<file path="src/rtl/scaf_pkg.sv">
package scaf_pkg;

  localparam int BUF_DEPTH_DEF = 16;

  localparam logic [7:0] SC_SHIFT_DOWN = 8'h2A;
  localparam logic [7:0] SC_SHIFT_UP   = 8'h2A + 8'd128;
  localparam logic [7:0] SC_CAPS       = 8'h3A;
  localparam logic [7:0] SC_RELEASE    = 8'd128;
  localparam logic [7:0] CHAR_LOWER_A  = 8'h61;
  localparam logic [7:0] CHAR_LOWER_Z  = 8'h7A;
  localparam logic [7:0] CASE_OFFSET   = 8'h20;

  typedef enum logic {
    OP_SCAN = 1'b0,
    OP_POP  = 1'b1
  } op_t;

  typedef struct packed {
    op_t        op;
    logic [7:0] scancode;
  } req_t;

  typedef struct packed {
    logic [7:0] char_out;
    logic       char_valid;
    logic [3:0] fill_count;
    logic       dropped;
  } res_t;

  typedef struct packed {
    logic       push;
    logic [7:0] ch;
  } push_t;

  function automatic logic [7:0] key_char(input logic [7:0] code);
    logic [7:0] c;
    case (code)
      8'd0:  c = 8'h3F;  8'd1:  c = 8'h3F;  8'd2:  c = 8'h31;  8'd3:  c = 8'h32;
      8'd4:  c = 8'h33;  8'd5:  c = 8'h34;  8'd6:  c = 8'h35;  8'd7:  c = 8'h36;
      8'd8:  c = 8'h37;  8'd9:  c = 8'h38;  8'd10: c = 8'h39;  8'd11: c = 8'h30;
      8'd12: c = 8'h2D;  8'd13: c = 8'h3D;  8'd14: c = 8'h08;  8'd15: c = 8'h3F;
      8'd16: c = 8'h71;  8'd17: c = 8'h77;  8'd18: c = 8'h65;  8'd19: c = 8'h72;
      8'd20: c = 8'h74;  8'd21: c = 8'h79;  8'd22: c = 8'h75;  8'd23: c = 8'h69;
      8'd24: c = 8'h6F;  8'd25: c = 8'h70;  8'd26: c = 8'h5B;  8'd27: c = 8'h5D;
      8'd28: c = 8'h0A;  8'd29: c = 8'h3F;  8'd30: c = 8'h61;  8'd31: c = 8'h73;
      8'd32: c = 8'h64;  8'd33: c = 8'h66;  8'd34: c = 8'h67;  8'd35: c = 8'h68;
      8'd36: c = 8'h6A;  8'd37: c = 8'h6B;  8'd38: c = 8'h6C;  8'd39: c = 8'h3B;
      8'd40: c = 8'h27;  8'd41: c = 8'h60;  8'd42: c = 8'h3F;  8'd43: c = 8'h5C;
      8'd44: c = 8'h7A;  8'd45: c = 8'h78;  8'd46: c = 8'h63;  8'd47: c = 8'h76;
      8'd48: c = 8'h62;  8'd49: c = 8'h6E;  8'd50: c = 8'h6D;  8'd51: c = 8'h2C;
      8'd52: c = 8'h2E;  8'd53: c = 8'h2F;  8'd54: c = 8'h3F;  8'd55: c = 8'h3F;
      8'd56: c = 8'h3F;  8'd57: c = 8'h20;
      default: c = 8'h00;
    endcase
    return c;
  endfunction

endpackage

</file>
<file path="src/rtl/scancode_to_ascii_fifo.sv">
// An accepted request has its result registered for the cycle after it.
// Throughput: one request per cycle while res_ready is high; the character
// store is a one-port-read, one-port-write RAM; pops use its registered read.
// Reset clears shift, caps lock, both ring pointers and the fill count.
// Character store contents are not cleared.
module scancode_to_ascii_fifo #(
  parameter int BUF_DEPTH = scaf_pkg::BUF_DEPTH_DEF
) (
  input  logic           clk,
  input  logic           rst,
  input  logic           req_valid,
  output logic           req_ready,
  input  scaf_pkg::req_t req,
  output logic           res_valid,
  input  logic           res_ready,
  output scaf_pkg::res_t res
);

  localparam int AW = $clog2(BUF_DEPTH);
  localparam logic [AW-1:0] LAST = AW'(BUF_DEPTH - 1);

  logic            accept;
  scaf_pkg::push_t push;
  logic            empty;
  logic            full;
  logic            do_pop;
  logic            do_push;
  logic            drop;
  logic [AW-1:0]   read_ptr;
  logic [AW-1:0]   write_ptr;
  logic [AW-1:0]   count;
  logic [AW-1:0]   count_next;
  logic [AW+3:0]   fill_ext;
  logic [7:0]      rdata;
  logic            char_valid;
  logic [3:0]      fill_count;
  logic            dropped;

  assign req_ready = ~res_valid | res_ready;
  assign accept    = req_valid & req_ready;

  scaf_keymap u_keymap (
    .clk    (clk),
    .rst    (rst),
    .accept (accept),
    .req    (req),
    .push   (push)
  );

  always_comb begin
    empty   = (count == '0);
    full    = (count == LAST);
    do_pop  = accept && (req.op == scaf_pkg::OP_POP) && !empty;
    do_push = push.push && !full;
    drop    = push.push && full;
    count_next = count;
    if (do_push) begin
      count_next = count + AW'(1);
    end else if (do_pop) begin
      count_next = count - AW'(1);
    end
    fill_ext = {4'b0000, count_next};
  end

  scaf_ram #(
    .DEPTH (BUF_DEPTH)
  ) u_ram (
    .clk   (clk),
    .we    (do_push),
    .waddr (write_ptr),
    .wdata (push.ch),
    .re    (do_pop),
    .raddr (read_ptr),
    .rdata (rdata)
  );

  always_ff @(posedge clk) begin
    if (rst) begin
      read_ptr  <= '0;
      write_ptr <= '0;
      count     <= '0;
      res_valid <= 1'b0;
    end else begin
      count <= count_next;
      if (do_pop) begin
        read_ptr <= (read_ptr == LAST) ? '0 : read_ptr + AW'(1);
      end
      if (do_push) begin
        write_ptr <= (write_ptr == LAST) ? '0 : write_ptr + AW'(1);
      end
      if (accept) begin
        res_valid <= 1'b1;
      end else if (res_ready) begin
        res_valid <= 1'b0;
      end
    end
  end

  always_ff @(posedge clk) begin
    if (accept) begin
      char_valid <= do_pop;
      fill_count <= fill_ext[3:0];
      dropped    <= drop;
    end
  end

  always_comb begin
    res.char_out   = char_valid ? rdata : 8'h00;
    res.char_valid = char_valid;
    res.fill_count = fill_count;
    res.dropped    = dropped;
  end

endmodule

</file>
<file path="src/rtl/scaf_keymap.sv">
module scaf_keymap (
  input  logic            clk,
  input  logic            rst,
  input  logic            accept,
  input  scaf_pkg::req_t  req,
  output scaf_pkg::push_t push
);

  logic       shift_held;
  logic       caps_on;
  logic [7:0] raw;
  logic       is_lower;

  always_ff @(posedge clk) begin
    if (rst) begin
      shift_held <= 1'b0;
      caps_on    <= 1'b0;
    end else if (accept && req.op == scaf_pkg::OP_SCAN) begin
      if (req.scancode == scaf_pkg::SC_SHIFT_DOWN) begin
        shift_held <= 1'b1;
      end else if (req.scancode == scaf_pkg::SC_SHIFT_UP) begin
        shift_held <= 1'b0;
      end else if (req.scancode == scaf_pkg::SC_CAPS) begin
        caps_on <= ~caps_on;
      end
    end
  end

  always_comb begin
    raw      = scaf_pkg::key_char(req.scancode);
    is_lower = (raw >= scaf_pkg::CHAR_LOWER_A) && (raw <= scaf_pkg::CHAR_LOWER_Z);
    push.ch  = (is_lower && (shift_held != caps_on)) ? raw - scaf_pkg::CASE_OFFSET : raw;
    push.push = accept && (req.op == scaf_pkg::OP_SCAN)
                && (req.scancode < scaf_pkg::SC_RELEASE)
                && (req.scancode != scaf_pkg::SC_SHIFT_DOWN)
                && (req.scancode != scaf_pkg::SC_CAPS);
  end

endmodule

</file>
<file path="src/rtl/scaf_ram.sv">
module scaf_ram #(
  parameter int DEPTH = scaf_pkg::BUF_DEPTH_DEF,
  localparam int AW = $clog2(DEPTH)
) (
  input  logic          clk,
  input  logic          we,
  input  logic [AW-1:0] waddr,
  input  logic [7:0]    wdata,
  input  logic          re,
  input  logic [AW-1:0] raddr,
  output logic [7:0]    rdata
);

  logic [7:0] mem [DEPTH];

  always_ff @(posedge clk) begin
    if (we) begin
      mem[waddr] <= wdata;
    end
  end

  always_ff @(posedge clk) begin
    if (re) begin
      rdata <= mem[raddr];
    end
  end

endmodule

</file>
<file path="config.mk">
export PLATFORM = sky130hd
export DESIGN_NAME = scancode_to_ascii_fifo
export DESIGN_NICKNAME = d
export VERILOG_FILES = /design/src/rtl/scaf_pkg.sv /design/src/rtl/scancode_to_ascii_fifo.sv /design/src/rtl/scaf_keymap.sv /design/src/rtl/scaf_ram.sv
export SDC_FILE = /design/constraint.sdc
export NUM_CORES = 1
export LEC_CHECK = 0
export ABC_AREA = 0
export CAP_MARGIN = 40
export CORE_ASPECT_RATIO = 0.5
export CORE_MARGIN = 3
export CORE_UTILIZATION = 30
export CTS_CLUSTER_DIAMETER = 200
export DETAILED_ROUTE_END_ITERATION = 10
export DONT_BUFFER_PORTS = 1
export GPL_TIMING_DRIVEN = 0
export PLACE_DENSITY_LB_ADDON = 0.08
export SLEW_MARGIN = 0
export SYNTH_ARGS = -nofsm -noshare
export SYNTH_HDL_FRONTEND = slang
export SYNTH_SLANG_ARGS = --single-unit
</file>
<file path="constraint.sdc">
create_clock -name clk -period 3.65 [get_ports clk]
set_input_delay 0.73 -clock clk [delete_from_list [all_inputs] [get_ports clk]]
set_output_delay 0.73 -clock clk [all_outputs]
set_load 0.005 [all_outputs]
</file>
# ---- Yosys cells after proc, flatten, opt, wreduce, memory -nomap -nowiden
# Memory sizes are Yosys's and may differ from the RTL's. A register that Yosys moved wholly into a read port is not among the register bits.
# Cells that the tools add are included.
dict set report word_totals {
  word_cells 66
  n_memories 2
  mem_bits_rw 128
  reg_bits 21
  input_bits 13
  rom_bits 448
  output_inout_bits 16
}
dict set report classes {
  n_addsub 5
  eq_ne 9
  bitwise_logic 7
  n_mux 13
  n_reduce_logical 18
  order_cmp 3
}
# name words width rd rd_ports_with_merged_regs write_ports line_no
set mem_list {}
lappend mem_list {{(no name shown)} 64 7 1 0 0 scaf_pkg.sv:37} ;# case (code)
lappend mem_list {u_ram.mem 16 8 1 1 1 scaf_ram.sv:14} ;# logic [7:0] mem [DEPTH];
# cell n
set op_table {}
lappend op_table {{$mux W8} 3}
lappend op_table {{$eq A8 B6 Y1 const B} 2}
lappend op_table {{$mux W4} 4}
lappend op_table {{$ne A8 B6 Y1 const B} 2}
lappend op_table {{$add A4 B1 Y4 const B} 3}
lappend op_table {{$eq A4 B4 Y1 const B} 3}
lappend op_table {{$logic_and A1 B1 Y1} 10}
lappend op_table {{$eq A8 B8 Y1 const B} 1}
lappend op_table {{$ge A8 B7 Y1 const B} 1}
lappend op_table {{$le A8 B7 Y1 const B} 1}
lappend op_table {{$lt A8 B8 Y1 const B} 1}
lappend op_table {{$sub A8 B6 Y8 const B} 1}
lappend op_table {{$mux W1} 6}
lappend op_table {{$not A1 Y1} 5}
lappend op_table {{$logic_not A4 Y1} 1}
lappend op_table {{$reduce_and A4 Y1} 1}
lappend op_table {{$reduce_bool A2 Y1} 2}
lappend op_table {{$sub A4 B1 Y4 const B} 1}
lappend op_table {{$logic_not A1 Y1} 2}
lappend op_table {{$logic_not A2 Y1} 1}
lappend op_table {{$reduce_and A2 Y1} 1}
lappend op_table {{$and A1 B1 Y1} 1}
lappend op_table {{$ne A1 B1 Y1} 1}
lappend op_table {{$or A1 B1 Y1} 1}

# ---- Logic depth before layout (Yosys ltp)
# Gate-level depths: netlist (run 1).
dict set report depth {
  ltp_word 10
  depth_mapped 12
  mapped_depth_nobuf 11
}

# ---- By module
# A second synthesis (run 1) with hierarchy kept.
dict set report unflattened {
  hier_cells 483
  area_unflattened_um2 7263.2
}
# mod seq_area_each_um2 n_inst cells_each area_per_inst_um2
set modules_own_cells {}
lappend modules_own_cells {scaf_ram 4083.9 1 229 5227.5}
lappend modules_own_cells {scaf_keymap 40.0 1 147 1048.5}
lappend modules_own_cells {scancode_to_ascii_fifo 440.4 1 107 987.2}

# ---- Least setup slack after synthesis (run 1)
# OpenSTA, ideal clock, no wires.
dict set report synth_timing {
  path_type {input to register}
  start {input port req[0] (netlist name)}
  end {memory u_ram.mem[0][5] (data pin)}
  required_ns 3.359
  setup_ns 0.291
  stages 10
  arrival_ns 3.658
  path_slack_ns -0.299
  path_buffers 1
  cell_sequence {buf_2 > inv_1 > ha_1 > mux2_2 > a21oi_1 > a211oi_1 > nor4_1 > nand2_1 > o22a_1 > a21oi_1}
}
# item line_no
set synth_lines {}
lappend synth_lines {{from (decl)} scancode_to_ascii_fifo.sv:13} ;# input scaf_pkg::req_t req,
lappend synth_lines {{to (decl)} scaf_ram.sv:14}

==> flow_summary.yaml, run 1 <==
status:
  outcome: "complete, no violations"
drt:
  drt_iter0_markers: 236
  ant_nets: 0
  drt_wl_total_mm: 17.2
  drc: 0
  wl_per_cell_um: 21.2
  drt-pass1-iter-count: 5
  via_count: 3983
  detail_route.vias_per_cell: 4.92
synth:
  async_flop_share_pct: 0
  synth_cell_type_count: 60
  postSynthAreaPerCell_um2: 15.7
  yosys_warnings: 0
  synth_edf_count: 142
  ys_ff_latch: 157
  synth_top_flop_cell: "edfxtp_1"
  synth_commonest_cells: "edfxtp_1 (142), mux4_2 (40), nor2_1 (34)"
  ys_seq_area_share_pct: 64.4
  synth_area_um2: 7090
  synth_fp_nets: 486
  post-synth-top-count-cell: "edfxtp_1"
  synth_top_area_share_pct: 60.1
  synth_top_area_cell: "edfxtp_1"
  synth_cells: 453
  synth_area_leaders: "edfxtp_1 (60%), mux4_2 (13%), dfxtp_1 (4.2%), ha_1 (3.5%), nor2_1 (1.8%)"
cts:
  ctsRootBufferMaster: "clkbuf_16"
  cts.reportedPaths.clkPinSlew_ns: 0.06
  cts-buffers-inserted: 17
  cts_sinks: 157
  clock_latency_ns: 0.43
  cts_tree: "done"
  clockBufferDepth: 2
  ctsHoldBuffers: 0
  ctsHtreeMaxLevel: 4
die:
  die_area_um2: 25600
  fp.coreArea_um2: 23000
  io_pins: 29
  die_w_um: 223
  start_util_pct: 30.8
  die_height_um: 115
  rows: 39
worst_setup_path:
  cp_max_fo: 18
  r2r_setup_slack_ns: 0.75
  crit_path_end_kind: "register"
  crit_type: "in2reg"
  cp.arrival_ns: 3.78
  reg2reg_depth: 4
  worstPathRequired_ns: 3.92
  crit_path_start_kind: "primary input"
final_layout:
  antenna_cells: 0
  syn2layout_area_growth_pct: 16.7
  nNetsFinal: 523
  finalInstanceArea_um2: 8280
  drive_gt1_share_pct: 23.3
global_routing:
  grt_usage_pct: 14.2
  grt_pass1_wl_mm: 26.3
  grt_remaining_overflow: 0
  grt_max_degree: 19
  antenna_found_initial: 1
  first_global_vias: 4103
power:
  powerDensity_nw_per_um2: 513
  vdd_drop_max_uv: 329
  leakage_uw: 0.00267
sta:
  finalMaxSlewViolations: 0
  clock_skew_ns: 0.0113
  max_freq_mhz: 286
  fin_crit_sh_pct: 95.9
  hold_viol: 0
  rsz0062_at_grt: "yes"
  slew_headroom_pct: 44.0
  setup_viol: 0
  hold_ws_ns: 0.362
  tightest_slew_ns: 0.833
  period_minus_slack_ns: 3.50
hold_path:
  min_path_cells: 1
  hold_path.class: "in2reg"
flow_run:
  maxCapViolCount: 0
placement:
  io_buffers: 0
  routabilityCongestion: 0.778
  place_area_um2: 7680
  dp_hpwl_mm: 12.1
## sequential cells by signal (all words and copies together) (netlist names), 4 cells and up
register,count
u_ram.rdata,8
fill_count,4
write_ptr,4
count,4
read_ptr,4
u_ram.mem,128
## cell usage in the layout (no fill, tap or decap), types with 10 or more instances in the layout
master     instances
dfxtp_1           15
a21oi_1           12
nand2_1           26
clkbuf_16         17
ha_1              20
edfxtp_1         142
inv_1             12
clkbuf_1          18
o21ai_0           13
buf_4             15
mux4_2            40
nor2_1            34
and2_1            10
## logic make-up (layout without fill, tap and decap cells)
| kind of cell | after synthesis | after routing | synth area share [%] |
|---|---|---|---|
| buffers and inverters | 39 | 89 | 2.68 |
| and+or+nand+nor | 123 | 123 | 8.66 |
| xor gates and xnor gates | 8 | 8 | 0.988 |
| adders and majority gates | 20 | 20 | 3.53 |
| AOI/OAI and AO/OA | 58 | 58 | 5.63 |
| muxes | 48 | 48 | 14.1 |
| DFF | 157 | 157 | 64.4 |
## report_power, final
group / internal (µW) / switching [µW] / leakage, µW / total, µW
clock network: 1100 / 708 / 0.000281 / 1800
logic: 183 / 221 / 0.000986 / 403
registers: 2010 / 30.7 / 0.00141 / 2040
total: 3290 / 960 / 0.00267 / 4250
## layout make-up
type,instances,area (µm²)
timing repair buffer,18,161
inverter,13,48.8
buffer,26,141
clock inverter,10,140
multi-input combinational,257,2380
sequential,157,4560
fill,2226,14800
tap,307,384
clock buffer,22,454
## path summary, 6_finish.rpt
| check | start | end |
|---|---|---|
| max | req[0] | u_ram.mem[5][5] |
| min | rst | count[3] |
| max reg2reg | read_ptr[0] | u_ram.rdata[4] |
| min reg2reg | u_keymap.shift_held | u_keymap.shift_held |
## metrics by stage
stage | total power, µW | setup WS, ns | TNS (ns) | std cells | util, %
floorplan | 2360 | 0.0606 | 0 | 453 | -
global placement | 2480 | -1.75 | -128.18 | 760 | 32.5
detailed placement | 2490 | -0.758 | -31.03 | 778 | 33.3
CTS | 4310 | 0.0300 | 0 | 810 | 35.9
global route | 4420 | -0.0304 | -0.355 | 810 | 35.9
finish | 4250 | 0.149 | 0 | 810 | 35.9
## repair_timing
action | in CTS | in global routing
buffers inserted | 0 | 0
gates resized for setup | 3 | 2
endpoints found under the setup margin | 44 | 43
## worst max-delay path: stages
cell,delay [ns]
buf_2,0.22
inv_1,0.16
ha_1,0.41
o21a_1,0.20
a211oi_1,0.18
a31oi_1,0.06
o211a_2,0.39
or4_1,0.55
o22a_1,0.24
a21oi_2,0.35
buf_4,0.26
## per-layer routing
metal / wire (µm) / vias to the layer above / global-route usage, %
li1: - / 1834 / -
met1: 8100 / 2059 / 19.1
met2: 8270 / 77 / 23.3
met3: 661 / 13 / 3.23
met4: 174 / 0 / 4.34
met5: 0 / - / 0
(Power assumes the default switching activity.)
==> run 2, diff against run 1 <==
==> constraint.sdc (replaced) <==
create_clock -name clk -period 3.65 [get_ports clk]
set_input_delay 0.73 -clock clk [delete_from_list [all_inputs] [get_ports clk]]
set_output_delay 0.73 -clock clk [all_outputs]
set_load 0.05 [all_outputs]
==> run 2 against run 1 <==
Flip-flop and latch count stayed put. Critical path depth stayed put. Total power is 1.9% higher. First-iteration DRC count is 3.8% higher. Clock skew hardly changed. Die area stayed put.
==> flow_summary.yaml, run 2 (synthesis results as in run 1) <==
worst_setup_path:
  cp.arrival_ns: 3.77
  cpLargestDelayFamily: "compound AO/OA/AOI/OAI gates"
  crit_path_start_kind: "primary input"
  cpMaxStageDelayCell: "or4_1"
  worstPathCellList: "buf_2 -> inv_1 -> ha_1 -> o21a_1 -> a211oi_1 -> a31oi_1 -> o211a_2 -> or4_1 -> o22a_1 -> a21oi_2 -> buf_4"
  r2r_setup_slack_ns: 0.31
  crit_path_end_kind: "register"
  crit_type: "in2reg"
  cp_max_fo: 18
  critPathMaxStageDelay_ns: 0.55
  cp_num_buf_inv: 3
  worstPathRequired_ns: 3.92
sta:
  hold_viol: 0
  setup_viol: 0
  tightest_slew_ns: 0.823
  period_minus_slack_ns: 3.50
  fin_crit_sh_pct: 95.9
  finalMaxSlewViolations: 0
  max_freq_mhz: 286
  rsz0062_at_grt: "yes"
  slew_headroom_pct: 44.7
  hold_ws_ns: 0.365
  clock_skew_ns: 0.0112
cts:
  clock_latency_ns: 0.43
  cts_setup_buffers: 0
  cts-buffers-inserted: 17
  ctsRootBufferMaster: "clkbuf_16"
  cts_tree: "done"
  cts_sinks: 157
  ctsHtreeMaxLevel: 4
  cts.reportedPaths.clkPinSlew_ns: 0.06
  clockBufferDepth: 2
final_layout:
  top_regs: "u_ram.mem (128), u_ram.rdata (8)"
  fin_util_pct: 36.0
  top_register: "u_ram.mem"
  fillers: 2227
  nNetsFinal: 523
  largest_reg_flops: 128
  drive_gt1_share_pct: 23.5
  final_cells: 810
  syn2layout_area_growth_pct: 16.8
  final_cell_mix: "edfxtp_1 (142), mux4_2 (40), nor2_1 (33)"
  antenna_cells: 0
  final_common_cell: "edfxtp_1"
drt:
  wl_met3_um: 733
  wl_met1_mm: 8.02
  drc: 0
  top_layer: "met4"
  wl_per_cell_um: 21.2
  drt-pass1-iter-count: 4
  drt_wl_total_mm: 17.2
  detail_route.vias_per_cell: 4.92
  route.met2.wl_mm: 8.22
  via_count: 3983
  ant_nets: 0
  drt_iter0_markers: 245
die:
  rows: 39
  die_w_um: 223
  die_height_um: 115
  start_util_pct: 30.8
  io_pins: 29
  die_area_um2: 25600
  fp.coreArea_um2: 23000
flow_run:
  maxCapViolCount: 0
global_routing:
  grt_usage_pct: 14.2
  grt_max_degree: 19
  first_global_vias: 4103
  grt_remaining_overflow: 0
  antenna_found_initial: 1
  grt_pass1_wl_mm: 26.3
power:
  vdd_drop_max_uv: 328
  finalPower_uw: 4330
  powerDensity_nw_per_um2: 523
  leakage_uw: 0.00267
hold_path:
  hold_path.class: "in2reg"
placement:
  routabilityCongestion: 0.778
  dp.cells: 778
  dp_hpwl_mm: 12.1
  io_buffers: 0
status:
  outcome: "complete, no violations"
==> run 2: worst register-to-register path: stages, from the launching register on <==
cell and delay (ns):
dfxtp_1 0.48, nand2b_1 0.54, nand3b_1 0.22, nor2_1 0.25, and3_1 0.22, clkbuf_1 0.36
nand2_1 0.23, nor2_1 0.67
==> run 2: what timing repair did <==
item | 4_1_cts | 5_1_grt
hold buffers | 0 | 0
gates resized for setup | 3 | 3
setup endpoints to repair | 44 | 51
==> run 2: cell type report <==
type                    instances  area [µm²]  share of cell area, %
well taps                     307         384                   4.64
inverters                      13        48.8                  0.589
repair buffers                 18         161                   1.95
multi-input cells             257        2390                   28.8
clock buffers                  22         454                   5.48
plain buffers                  26         141                   1.71
flip-flops and latches        157        4560                   55.1
clock inverters                10         140                   1.69
==> run 2: worst paths after layout <==
| kind | end | cells after the start | from |
|---|---|---|---|
| worst max-delay path | u_ram.mem[5][5] | 11 | req[0] |
| worst min-delay path | count[3] | 1 | rst |
| worst max register to register | u_ram.mem[14][0] | 7 | res_valid |
| worst min register to register | u_keymap.shift_held | 2 | u_keymap.shift_held |
==> run 2: report_power, final <==
| group | switching, µW | total (µW) | internal [µW] | leakage, µW |
|---|---|---|---|---|
| registers | 74.9 | 2090 | 2010 | 0.00141 |
| logic | 258 | 441 | 183 | 0.000986 |
| clock network | 706 | 1800 | 1100 | 0.000281 |
| total | 1040 | 4330 | 3290 | 0.00267 |
==> run 2: layer usage <==
layer  global-route usage [%]  vias up
met2                     23.3       80
met1                     19.1     2050
met4                     4.34        0
li1                         -     1836
met3                     3.23       17
met5                        0        -
==> run 2: through the flow <==
stage | cell area, µm² | setup TNS [ns] | setup WS, ns
final | 8280 | 0 | 0.150
after global routing | 8280 | -0.355 | -0.0304
after CTS | 8280 | 0 | 0.0300
after detailed placement | 7680 | -31.03 | -0.758
after global placement | 7480 | -128.18 | -1.75
after floorplan | 7100 | 0 | 0.0606
==> run 3, diff against run 2 <==
--- a/config.mk
+++ b/config.mk
@@ -10,11 +10,13 @@
 export CORE_ASPECT_RATIO = 0.5
 export CORE_MARGIN = 3
 export CORE_UTILIZATION = 30
+export CTS_BUF_LIST = sky130_fd_sc_hd__clkbuf_8
 export CTS_CLUSTER_DIAMETER = 200
 export DETAILED_ROUTE_END_ITERATION = 10
 export DONT_BUFFER_PORTS = 1
 export GPL_TIMING_DRIVEN = 0
 export PLACE_DENSITY_LB_ADDON = 0.08
+export SKIP_LAST_GASP = 1
 export SLEW_MARGIN = 0
 export SYNTH_ARGS = -nofsm -noshare
 export SYNTH_HDL_FRONTEND = slang
==> run 3 against run 2 <==
Clock-buffer cell count down 4. Flip-flop and latch count unchanged. Clock skew increased by 0.0011 ns. Via count is 0.50% higher. Hold slack worse by 0.024 ns. Register-to-register slack about the same. Maximum frequency rose by 0.37%. Design area down 2.3%. Die area stayed put. Non-clock buffer count did not move. Critical path depth unchanged. Sequential share of layout area up 1.3 points. Critical endpoint unchanged. Largest cell class unchanged. Highest routed layer unchanged.
==> flow_summary.yaml, run 3 (synthesis results as in run 1) <==
status:
  outcome: "complete, no violations"
drt:
  drt_iter0_markers: 265
  drt-pass1-iter-count: 6
  wl_per_cell_um: 21.2
  ant_nets: 0
  via_count: 4003
  drc: 0
  detail_route.vias_per_cell: 4.94
  drt_wl_total_mm: 17.1
sta:
  rsz0062_at_grt: "no"
  setup_viol: 0
  period_minus_slack_ns: 3.49
  max_freq_mhz: 287
  tightest_slew_ns: 0.829
  hold_viol: 0
  clock_skew_ns: 0.0123
  finalMaxSlewViolations: 0
  fin_crit_sh_pct: 95.5
  slew_headroom_pct: 44.3
die:
  rows: 39
  die_w_um: 223
  start_util_pct: 30.8
  io_pins: 29
  die_height_um: 115
  fp.coreArea_um2: 23000
  die_area_um2: 25600
hold_path:
  min_path_cells: 1
  holdPathEnd: "count[3]"
  hold_path.class: "in2reg"
  holdCritStartpoint: "rst"
final_layout:
  finalInstanceArea_um2: 8090
  antenna_cells: 0
  largest_reg_flops: 128
  final_common_cell: "edfxtp_1"
  syn2layout_area_growth_pct: 14.1
  seqCellArea_um2: 4560
  top_regs: "u_ram.mem (128), u_ram.rdata (8)"
  fin_util_pct: 35.1
  nNetsFinal: 523
  drive_gt1_share_pct: 23.5
  multiInputGateArea_um2: 2390
  top_register: "u_ram.mem"
  final_cell_mix: "edfxtp_1 (142), mux4_2 (40), nor2_1 (33)"
  fillers: 2247
cts:
  ctsHtreeMaxLevel: 4
  cts_setup_buffers: 0
  ctsRootBufferMaster: "clkbuf_8"
  ctsHoldBuffers: 0
  cts.reportedPaths.clkPinSlew_ns: 0.08
  clockBufferDepth: 2
  cts-buffers-inserted: 17
  clock_latency_ns: 0.45
  cts_tree: "done"
  cts_sinks: 157
flow_run:
  maxCapViolCount: 0
placement:
  io_buffers: 0
  place_area_um2: 7680
  routabilityCongestion: 0.778
  dp_hpwl_mm: 12.1
global_routing:
  antenna_found_initial: 1
  grt_remaining_overflow: 0
  grt_max_degree: 19
  first_global_vias: 4073
  grt_pass1_wl_mm: 26.1
  grt_usage_pct: 14.1
worst_setup_path:
  r2r-start: "res_valid"
  r2r-end: "u_ram.mem[14][5]"
  reg2reg_depth: 7
  crit_path_start_kind: "primary input"
  cp.arrival_ns: 3.78
  worstPathRequired_ns: 3.94
  cp_max_fo: 18
  r2r_setup_slack_ns: 0.32
  crit_path_end_kind: "register"
  crit_type: "in2reg"
power:
  vdd_drop_max_uv: 198
  powerDensity_nw_per_um2: 476
  leakage_uw: 0.00260
  finalPower_uw: 3850
## run 3: report_power, final
part | leakage, µW | internal [µW] | switching [µW]
clock network | 0.000210 | 686 | 643
registers | 0.00141 | 2010 | 74.6
logic | 0.000986 | 183 | 259
total | 0.00260 | 2880 | 976
## run 3: worst max-delay path by stage
stage | startpoint | slack [ns] | cells after the start | end
after floorplan | req[0] | 0.06 | 10 | u_ram.mem[0][5]
after global placement | req[0] | -1.75 | 9 | u_ram.mem[0][7]
after detailed placement | req[0] | -0.76 | 10 | u_ram.mem[4][7]
after CTS | req[0] | 0.06 | 11 | u_ram.mem[5][5]
after global routing | res_valid | 0.003 | 7 | u_ram.mem[8][4]
final | req[0] | 0.16 | 11 | u_ram.mem[5][5]
## run 3: layer usage
metal,up-vias,GRT usage [%],wire (µm)
met3,8,3.38,614
met4,0,3.45,117
met2,71,23.3,8270
li1,1832,-,-
met1,2092,19.0,8140
met5,-,0,0
## run 3: critical path: stages
cell	delay [ns]
buf_2	0.22
inv_1	0.16
ha_1	0.41
o21a_1	0.20
a211oi_1	0.18
a31oi_1	0.06
o211a_2	0.39
or4_1	0.55
o22a_1	0.24
a21oi_2	0.35
buf_4	0.26
## run 3: final cells by class
cell class | instances | share of cell area [%]
flip-flops and latches | 157 | 56.4
multi-input cells | 257 | 29.5
well taps | 307 | 4.75
clock buffers | 18 | 3.06
repair buffers | 18 | 2.00
clock inverters | 14 | 1.92
plain buffers | 26 | 1.75
inverters | 13 | 0.603
## run 3: timing repair
| action | 4_1_cts | 5_1_grt |
|---|---|---|
| cloned | 0 | 0 |
| endpoints found under the setup margin | 44 | 47 |
| resized for setup | 3 | 3 |
| pin swaps | 0 | 0 |
## run 3: through the flow
stage,worst slack [ns],setup TNS (ns),hold WS (ns),cells
2_1_floorplan,0.0606,0,0.465,453
3_3_place_gp,-1.75,-128.18,0.483,760
3_5_place_dp,-0.758,-31.03,0.494,778
4_1_cts,0.0597,0,0.297,810
5_1_grt,0.00337,0,0.294,810
6_report,0.163,0,0.340,810
